[src/design/serdes_sample_phase_adapt_core_defines.svh]
// ----------------------------------------------------------------------------
// Assertion macros for the sampling-phase adaptation core
// Shared property wrappers clocked on clk and disabled in reset.
// ----------------------------------------------------------------------------
`ifndef SERDES_SAMPLE_PHASE_ADAPT_CORE_DEFINES_SVH
`define SERDES_SAMPLE_PHASE_ADAPT_CORE_DEFINES_SVH

// Same-cycle implication
`define SSPA_ASSERT_NOW(label, ante, cons, msg) \
  label: assert property (@(posedge clk) disable iff (!rst_n) (ante) |-> (cons)) \
    else $error(msg);

// Next-cycle implication
`define SSPA_ASSERT_NEXT(label, ante, cons, msg) \
  label: assert property (@(posedge clk) disable iff (!rst_n) (ante) |=> (cons)) \
    else $error(msg);

`endif

[src/design/sspa_pkg.sv]
// ----------------------------------------------------------------------------
// Sampling-phase adaptation package
// Item types, register indexes and fixed constants of the phase adapter.
// ----------------------------------------------------------------------------
package sspa_pkg;

  localparam int CFG_IDX_W  = 3;
  localparam int CFG_DATA_W = 8;

  // Register indexes
  localparam logic [CFG_IDX_W-1:0] REG_OPTIMAL_F0B   = 3'd0;
  localparam logic [CFG_IDX_W-1:0] REG_HYST_LOW_PCT  = 3'd1;
  localparam logic [CFG_IDX_W-1:0] REG_HYST_HIGH_PCT = 3'd2;
  localparam logic [CFG_IDX_W-1:0] REG_LOOP_COUNT    = 3'd3;
  localparam logic [CFG_IDX_W-1:0] REG_F1_STRONG     = 3'd4;
  localparam logic [CFG_IDX_W-1:0] REG_F1_WEAK       = 3'd5;
  localparam logic [CFG_IDX_W-1:0] REG_PHASE_MIN     = 3'd6;
  localparam logic [CFG_IDX_W-1:0] REG_PHASE_MAX     = 3'd7;

  // Limit status codes
  localparam logic [1:0] LIMIT_NONE   = 2'd0;
  localparam logic [1:0] LIMIT_AT_MIN = 2'd1;
  localparam logic [1:0] LIMIT_AT_MAX = 2'd2;

  // Divide by 100 as multiply by ceil(2^19/100) and shift; exact below 43690
  localparam int          PCT_SHIFT = 19;
  localparam logic [12:0] PCT_RECIP = 13'd5243;

  localparam logic PHASE_FLAG = 1'b1;

  localparam logic [5:0] LOOP_COUNT_RST = 6'd1;
  localparam logic [6:0] PHASE_MAX_RST  = 7'd127;

  typedef struct packed {
    logic signed [7:0] precursor_tap;
    logic signed [7:0] postcursor_tap;
    logic        [6:0] current_phase;
  } in_item_t;

  typedef struct packed {
    logic       decision_made;
    logic [7:0] phase_word;
    logic [1:0] limit_status;
  } out_item_t;

endpackage

[src/design/serdes_sample_phase_adapt_core.sv]
// ----------------------------------------------------------------------------
// Sampling-phase adaptation core
// Accumulates tracking-DFE taps over a window and steps the sampling phase.
// ----------------------------------------------------------------------------
// Pipeline: an accepted item passes the input register, then the result
//   register; decision and state update in stage two.
// Throughput: 1 item per cycle while the result side keeps taking items.
// Reset: synchronous, active low; restores register defaults, clears sums,
//   loop counter and threshold latch, and empties both pipeline registers.
`include "serdes_sample_phase_adapt_core_defines.svh"

module serdes_sample_phase_adapt_core (
  input  logic                               clk,
  input  logic                               rst_n,
  input  logic                               in_valid,
  output logic                               in_ready,
  input  sspa_pkg::in_item_t                 in_data,
  output logic                               out_valid,
  input  logic                               out_ready,
  output sspa_pkg::out_item_t                out_data,
  input  logic                               cfg_we,
  input  logic [sspa_pkg::CFG_IDX_W-1:0]     cfg_addr,
  input  logic [sspa_pkg::CFG_DATA_W-1:0]    cfg_wdata
);

  // Configuration registers
  logic        [6:0] f0b_r, f0b_nxt;
  logic        [7:0] hlo_r, hlo_nxt;
  logic        [7:0] hhi_r, hhi_nxt;
  logic        [5:0] lc_r, lc_nxt;
  logic signed [7:0] f1s_r, f1s_nxt;
  logic signed [7:0] f1w_r, f1w_nxt;
  logic        [6:0] pmin_r, pmin_nxt;
  logic        [6:0] pmax_r, pmax_nxt;

  // Threshold precompute
  logic         [14:0] prod_lo_r, prod_hi_r;
  logic         [27:0] quot_lo_full, quot_hi_full;
  logic          [7:0] quot_lo_r, quot_hi_r;
  logic signed  [14:0] strong_sc_r, weak_sc_r;

  // Pipeline
  logic                in_vld_r;
  sspa_pkg::in_item_t  in_r;
  logic                out_vld_r;
  sspa_pkg::out_item_t out_r, out_nxt;
  logic                adv;

  // Adapter state
  logic                started_r;
  logic          [5:0] cnt_r, cnt_nxt, cnt_base;
  logic signed  [15:0] sum_pre_r, sum_post_r, sum_pre_nxt, sum_post_nxt;
  logic signed  [15:0] sum_pre_base, sum_post_base;
  logic          [7:0] lthr_r, hthr_r, lthr, hthr;

  // Decision path
  logic signed  [16:0] pre_add, post_add;
  logic signed  [15:0] sp, sq;
  logic         [13:0] thr_lo_u, thr_hi_u;
  logic signed  [16:0] sp_x, sq_x, thr_lo, thr_hi, thr_strong, thr_weak;
  logic                close_win, go_down, go_up;
  logic          [6:0] ph_new;
  logic          [1:0] limit;

  always_comb begin
    f0b_nxt  = f0b_r;
    hlo_nxt  = hlo_r;
    hhi_nxt  = hhi_r;
    lc_nxt   = lc_r;
    f1s_nxt  = f1s_r;
    f1w_nxt  = f1w_r;
    pmin_nxt = pmin_r;
    pmax_nxt = pmax_r;
    if (cfg_we) begin
      unique case (cfg_addr)
        sspa_pkg::REG_OPTIMAL_F0B:   f0b_nxt  = cfg_wdata[6:0];
        sspa_pkg::REG_HYST_LOW_PCT:  hlo_nxt  = cfg_wdata;
        sspa_pkg::REG_HYST_HIGH_PCT: hhi_nxt  = cfg_wdata;
        sspa_pkg::REG_LOOP_COUNT:    lc_nxt   = cfg_wdata[5:0];
        sspa_pkg::REG_F1_STRONG:     f1s_nxt  = cfg_wdata;
        sspa_pkg::REG_F1_WEAK:       f1w_nxt  = cfg_wdata;
        sspa_pkg::REG_PHASE_MIN:     pmin_nxt = cfg_wdata[6:0];
        sspa_pkg::REG_PHASE_MAX:     pmax_nxt = cfg_wdata[6:0];
        default: ;
      endcase
    end
  end

  assign quot_lo_full = 28'(prod_lo_r) * 28'(sspa_pkg::PCT_RECIP);
  assign quot_hi_full = 28'(prod_hi_r) * 28'(sspa_pkg::PCT_RECIP);

  // Handshake
  assign adv       = in_vld_r && (!out_vld_r || out_ready);
  assign in_ready  = !in_vld_r || adv;
  assign out_valid = out_vld_r;
  assign out_data  = out_r;

  always_comb begin
    sum_pre_base  = started_r ? sum_pre_r  : 16'sd0;
    sum_post_base = started_r ? sum_post_r : 16'sd0;
    cnt_base      = started_r ? cnt_r      : 6'd0;
    lthr          = started_r ? lthr_r     : quot_lo_r;
    hthr          = started_r ? hthr_r     : quot_hi_r;

    // Saturating accumulate
    pre_add  = {sum_pre_base[15], sum_pre_base} + 17'(in_r.precursor_tap);
    post_add = {sum_post_base[15], sum_post_base} + 17'(in_r.postcursor_tap);
    if (pre_add[16] != pre_add[15]) begin
      sp = pre_add[16] ? 16'sh8000 : 16'sh7fff;
    end else begin
      sp = pre_add[15:0];
    end
    if (post_add[16] != post_add[15]) begin
      sq = post_add[16] ? 16'sh8000 : 16'sh7fff;
    end else begin
      sq = post_add[15:0];
    end

    close_win = (cnt_base >= lc_r);

    thr_lo_u   = 14'(lthr) * 14'(lc_r);
    thr_hi_u   = 14'(hthr) * 14'(lc_r);
    thr_lo     = $signed({3'b000, thr_lo_u});
    thr_hi     = $signed({3'b000, thr_hi_u});
    thr_strong = 17'(strong_sc_r);
    thr_weak   = 17'(weak_sc_r);
    sp_x       = 17'(sp);
    sq_x       = 17'(sq);

    go_down = (sp_x < thr_lo) && (sq_x >= thr_strong);
    go_up   = (sp_x > thr_hi) || ((sq_x <= thr_weak) && !sp[15] && (sp != 16'sd0));

    ph_new = in_r.current_phase;
    limit  = sspa_pkg::LIMIT_NONE;
    if (go_down) begin
      if (in_r.current_phase > pmin_r) begin
        ph_new = in_r.current_phase - 7'd1;
      end else begin
        limit = sspa_pkg::LIMIT_AT_MIN;
      end
    end else if (go_up) begin
      if (in_r.current_phase < pmax_r) begin
        ph_new = in_r.current_phase + 7'd1;
      end else begin
        limit = sspa_pkg::LIMIT_AT_MAX;
      end
    end

    if (close_win) begin
      out_nxt.decision_made = 1'b1;
      out_nxt.phase_word    = {sspa_pkg::PHASE_FLAG, ph_new};
      out_nxt.limit_status  = limit;
      sum_pre_nxt           = 16'sd0;
      sum_post_nxt          = 16'sd0;
      cnt_nxt               = 6'd0;
    end else begin
      out_nxt.decision_made = 1'b0;
      out_nxt.phase_word    = 8'd0;
      out_nxt.limit_status  = sspa_pkg::LIMIT_NONE;
      sum_pre_nxt           = sp;
      sum_post_nxt          = sq;
      cnt_nxt               = cnt_base + 6'd1;
    end
  end

  always_ff @(posedge clk) begin
    if (!rst_n) begin
      f0b_r       <= '0;
      hlo_r       <= '0;
      hhi_r       <= '0;
      lc_r        <= sspa_pkg::LOOP_COUNT_RST;
      f1s_r       <= '0;
      f1w_r       <= '0;
      pmin_r      <= '0;
      pmax_r      <= sspa_pkg::PHASE_MAX_RST;
      prod_lo_r   <= '0;
      prod_hi_r   <= '0;
      quot_lo_r   <= '0;
      quot_hi_r   <= '0;
      strong_sc_r <= '0;
      weak_sc_r   <= '0;
      in_vld_r    <= 1'b0;
      out_vld_r   <= 1'b0;
      started_r   <= 1'b0;
      cnt_r       <= '0;
      sum_pre_r   <= '0;
      sum_post_r  <= '0;
      lthr_r      <= '0;
      hthr_r      <= '0;
    end else begin
      f0b_r  <= f0b_nxt;
      hlo_r  <= hlo_nxt;
      hhi_r  <= hhi_nxt;
      lc_r   <= lc_nxt;
      f1s_r  <= f1s_nxt;
      f1w_r  <= f1w_nxt;
      pmin_r <= pmin_nxt;
      pmax_r <= pmax_nxt;

      // Two-step threshold precompute; user must let it settle before stage two
      prod_lo_r   <= 15'(f0b_nxt) * 15'(hlo_nxt);
      prod_hi_r   <= 15'(f0b_nxt) * 15'(hhi_nxt);
      quot_lo_r   <= quot_lo_full[sspa_pkg::PCT_SHIFT+7:sspa_pkg::PCT_SHIFT];
      quot_hi_r   <= quot_hi_full[sspa_pkg::PCT_SHIFT+7:sspa_pkg::PCT_SHIFT];
      strong_sc_r <= 15'(f1s_nxt) * $signed(15'({1'b0, lc_nxt}));
      weak_sc_r   <= 15'(f1w_nxt) * $signed(15'({1'b0, lc_nxt}));

      if (in_valid && in_ready) begin
        in_vld_r <= 1'b1;
        in_r     <= in_data;
      end else if (adv) begin
        in_vld_r <= 1'b0;
      end

      if (adv) begin
        out_vld_r  <= 1'b1;
        out_r      <= out_nxt;
        started_r  <= 1'b1;
        cnt_r      <= cnt_nxt;
        sum_pre_r  <= sum_pre_nxt;
        sum_post_r <= sum_post_nxt;
        if (!started_r) begin
          lthr_r <= quot_lo_r;
          hthr_r <= quot_hi_r;
        end
      end else if (out_ready) begin
        out_vld_r <= 1'b0;
      end
    end
  end

  `SSPA_ASSERT_NOW(a_ready_when_out_empty, !out_vld_r, in_ready, "input blocked with empty result register")
  `SSPA_ASSERT_NEXT(a_started_sticks, started_r, started_r, "threshold latch dropped without reset")
  `SSPA_ASSERT_NOW(a_limit_needs_decision, out_vld_r && (out_r.limit_status != sspa_pkg::LIMIT_NONE), out_r.decision_made, "limit reported without decision")
  `SSPA_ASSERT_NOW(a_flag_on_decision, out_vld_r && out_r.decision_made, out_r.phase_word[7], "decision without phase flag")
  `SSPA_ASSERT_NEXT(a_window_restarts, adv && close_win, (cnt_r == 6'd0) && (sum_pre_r == 16'sd0), "window not cleared after decision")

endmodule

[config.mk]
export PLATFORM = sky130hd
export DESIGN_NAME = serdes_sample_phase_adapt_core
export DESIGN_NICKNAME = d
export VERILOG_FILES = /design/src/design/sspa_pkg.sv /design/src/design/serdes_sample_phase_adapt_core.sv
export VERILOG_INCLUDE_DIRS = /design/src /design/src/design
export SDC_FILE = /design/constraint.sdc
export NUM_CORES = 2
export LEC_CHECK = 0
export ABC_AREA = 1
export BUFFER_PORTS_ARGS = -buffer_cell sky130_fd_sc_hd__clkbuf_2
export CORE_MARGIN = 4
export CORE_UTILIZATION = 35
export DETAILED_ROUTE_END_ITERATION = 16
export GPL_TIMING_DRIVEN = 1
export MAX_ROUTING_LAYER = met4
export PLACE_DENSITY_LB_ADDON = 0.08
export SLEW_MARGIN = 20
export SYNTH_ARGS = -nofsm -noshare
export SYNTH_HDL_FRONTEND = slang
export SYNTH_SLANG_ARGS = --single-unit
[constraint.sdc]
create_clock -name clk -period 17.1 [get_ports clk]
set_clock_uncertainty 0.15 [all_clocks]
set_input_delay 2.565 -clock clk [delete_from_list [all_inputs] [get_ports clk]]
set_output_delay 2.565 -clock clk [all_outputs]
set_load 0.005 [all_outputs]
==> results.sh <==
export IMPL_status="finished clean"
export IMPL_rsz0062_at_grt="no"
export IMPL_synth_ff_type="dfxtp_1"
export IMPL_holdBufCountCts=0
export IMPL_synth_nets=4439
export IMPL_p_leak_uw=0.01685
export IMPL_vias=22000
export IMPL_grt_pass1_vias=22720
export IMPL_drt_iter0_markers=928
export IMPL_num_antenna_cells=0
export IMPL_critPathRequiredTime_ns=17.44
export IMPL_netSwitchingPower_uw=555.3
export IMPL_finalSetupViolCount=0
export IMPL_clk_latency_ns=0.60
export IMPL_clkPwrFrac_pct=41.0
export IMPL_layout_drive_gt1_share_pct=5.022
export IMPL_synth_edf_count=33
export IMPL_finalCritPeriodShare_pct=46.47
export IMPL_drv_slew=0
export IMPL_grt_first_pass_wirelength_mm=120.9
export IMPL_netlist_top_cells_count="823 x inv_1, 535 x nand2_1, 481 x ha_1"
export IMPL_internal_power_uw=1144
export IMPL_dp_hpwl_mm=59.56
export IMPL_ys_types=50
export IMPL_netlist_instances=3603
export IMPL_crit_type="in2reg"
export IMPL_max_freq_mhz=125.9
export IMPL_gp_congestion=0.8238
export IMPL_share_comb_of_total_power_pct=25.0
export IMPL_slew_headroom_pct=29.27
export IMPL_wire_per_inst_um=15.28
export IMPL_dieArea_um2=86240
export IMPL_max_cap_viol_count=0
export IMPL_cts_sinks=225
export IMPL_drc_errors=0
export IMPL_port_buffers=51
export IMPL_swShare_pct=32.68
export IMPL_start_util_pct=35.40
export IMPL_nets=4477
export IMPL_htree_num_levels=1
export IMPL_first_pass_iters=5
export IMPL_gr_total_overflow=0
export IMPL_hp_class="reg2reg"
export IMPL_postCtsSetupBuffers=0
export IMPL_tritoncts="built"
export IMPL_yosys_warnings=0
export IMPL_powerDensity_nw_per_um2=54.54
export IMPL_tns_ns=0
export IMPL_worstMarginPinSlew_ns=1.061
export IMPL_grt_usage_pct=17.73
export IMPL_wl_mm=72.17
export IMPL_antenna_found_initial=0
export IMPL_boundaryPins=52
export IMPL_num_rows=104
export IMPL_netlist_area_um2=28560
export IMPL_hold_violations=0
export IMPL_syn_area_per_cell_um2=7.927
export IMPL_grt_max_degree=81
export IMPL_synth_most_common_cell="inv_1"
export IMPL_core_area_um2=80680
export IMPL_cts_max_path_buffers=3
export IMPL_final_core_util_pct=38.62
export IMPL_routed_via_density=4.656
export IMPL_synth_area_top_cells="fa_1 22%, ha_1 21%, dfxtp_1 13%"
export IMPL_cp_start_kind="input port"
export IMPL_hold_depth=2
export IMPL_critPathArrivalTime_ns=8.29
export IMPL_ctsRootBufferMaster="clkbuf_16"
export IMPL_synth_top_area_cell="fa_1"
export IMPL_die_height_um=293.7
export IMPL_power_frac_seq_pct=34.0
export IMPL_worst_setup_path_end_kind="flop"
export IMPL_reg2reg_depth=29
export IMPL_clk_pin_slew_ns=0.06
export IMPL_final_antenna_net_count=0
export IMPL_ys_seq_area_share_pct=16.93
export IMPL_yosys_area_top_type_share_pct=22.15
export IMPL_ctsResizeCount=0
export IMPL_cp_max_fo=14
export IMPL_area_growth_synth_to_final_pct=9.081
export IMPL_synthArstFlopShare_pct=0
export IMPL_nFillCells=8571
export IMPL_period_needed_ns=7.946
export IMPL_ys_ff_latch=225
export IMPL_cts_buffers=31
export IMPL_max_vdd_ir_drop_mv=0.07162
export IMPL_fp_dieW_um=293.7
per-layer routing:
metal / routed length [um] / GRT usage [%]
met1: 37430 / 25.67
met2: 31890 / 28.02
met3: 1963 / 1.532
met4: 884 / 2.043
met5: 0 / -
worst paths after layout:
check	start	end	slack, ns
setup / recovery	cfg_we	prod_hi_r[14]	9.15
hold / removal	hthr_r[1]	hthr_r[1]	0.30
setup reg to reg	started_r	out_data[8]	9.96
hold reg to reg	hthr_r[1]	hthr_r[1]	0.30
cells in the final DEF, fill, tap and decap left out, drive strengths merged:
cell type / n
a211oi: 10
o21ai: 198
xor2: 53
a21oi: 273
o21a: 12
clkinv: 7
a311oi: 1
nand3: 73
o31ai: 4
buf: 27
or2: 28
o221a: 1
ha: 481
a31oi: 11
nor3: 27
mux2i: 8
nand2: 546
nand3b: 3
bufinv: 5
nor4: 4
a31o: 1
xnor2: 20
a21boi: 2
a21o: 9
o311ai: 1
nor2: 335
nand4: 21
o2111ai: 4
o21bai: 17
inv: 831
clkinvlp: 2
edfxtp: 33
and3: 1
dfxtp: 192
o211ai: 2
fa: 316
clkbuf: 92
o221ai: 4
and2: 6
a221oi: 3
power groups by stage:
stage          registers [uW]  logic, uW  clock network, uW
2_1_floorplan             582        307                  0
3_3_place_gp              590        430                  0
3_5_place_dp              590        430                  0
4_1_cts                   578        433                720
5_1_grt                   581        498                744
6_report                  578        425                696
sequential cells by signal, indices dropped and copies added, names as in the netlist, 6 cells and up:
signal       cells
pmin_r           7
hthr_r           8
strong_sc_r     15
hhi_r            8
cnt_r            6
prod_lo_r       15
in_r            23
quot_hi_r        8
prod_hi_r       15
lc_r             6
pmax_r           7
f1s_r            8
f1w_r            8
out_data        10
hlo_r            8
weak_sc_r       15
sum_pre_r       16
quot_lo_r        8
lthr_r           8
f0b_r            7
sum_post_r      16
cell families (layout without fill, tap and decap cells):
| group | after synthesis | count (layout) | share of synthesized area, % |
|---|---|---|---|
| AOI/OAI and AO/OA | 553 | 553 | 10.50 |
| xor gates and xnor gates | 73 | 73 | 2.239 |
| adders and majority gates | 797 | 797 | 43.22 |
| buffers and inverters | 903 | 964 | 11.94 |
| DFF | 225 | 225 | 16.93 |
| muxes | 8 | 8 | 0.2804 |
| and+or+nand+nor | 1044 | 1044 | 14.90 |
worst max-delay path, cell delays in order:
cell	delay [ns]
clkbuf_2	0.09
inv_1	0.03
nor2_1	0.23
nand2_1	0.35
o21ai_1	0.72
clkinv_1	0.52
nand2_1	0.22
fa_1	0.42
fa_1	0.47
fa_1	0.49
inv_1	0.05
fa_1	0.43
ha_1	0.32
inv_1	0.07
nor2_1	0.14
nor2_1	0.06
o21bai_1	0.20
a31oi_1	0.15
o21ai_0	0.30
a21oi_1	0.11
o21bai_1	0.17
nand2_1	0.07
nand2_1	0.05
nor2_1	0.05
final cells by class:
class / count / area, um^2 / share of cell area [%]
Inverter: 831 / 3122 / 10.02
Tap cell: 1060 / 1326 / 4.257
Timing Repair Buffer: 77 / 450.4 / 1.446
Sequential cell: 225 / 4836 / 15.52
Clock buffer: 42 / 878.3 / 2.819
Multi-Input combinational cell: 2475 / 20320 / 65.23
Clock inverter: 14 / 220.2 / 0.7068
per-stage QoR:
step	hold slack, ns	std cells	cell area [um^2]	setup WS (ns)	total power [uW]
after floorplan	0.2792	3603	28560	9.609	888.8
after global placement	0.2941	4668	30060	8.642	1020
after detailed placement	0.2953	4668	30060	8.566	1019
after CTS	0.3043	4724	31160	9.192	1731
after global routing	0.3278	4724	31160	8.520	1824
final	0.2993	4724	31160	9.154	1699
No activity file was read; power rests on OpenSTA's default activity.
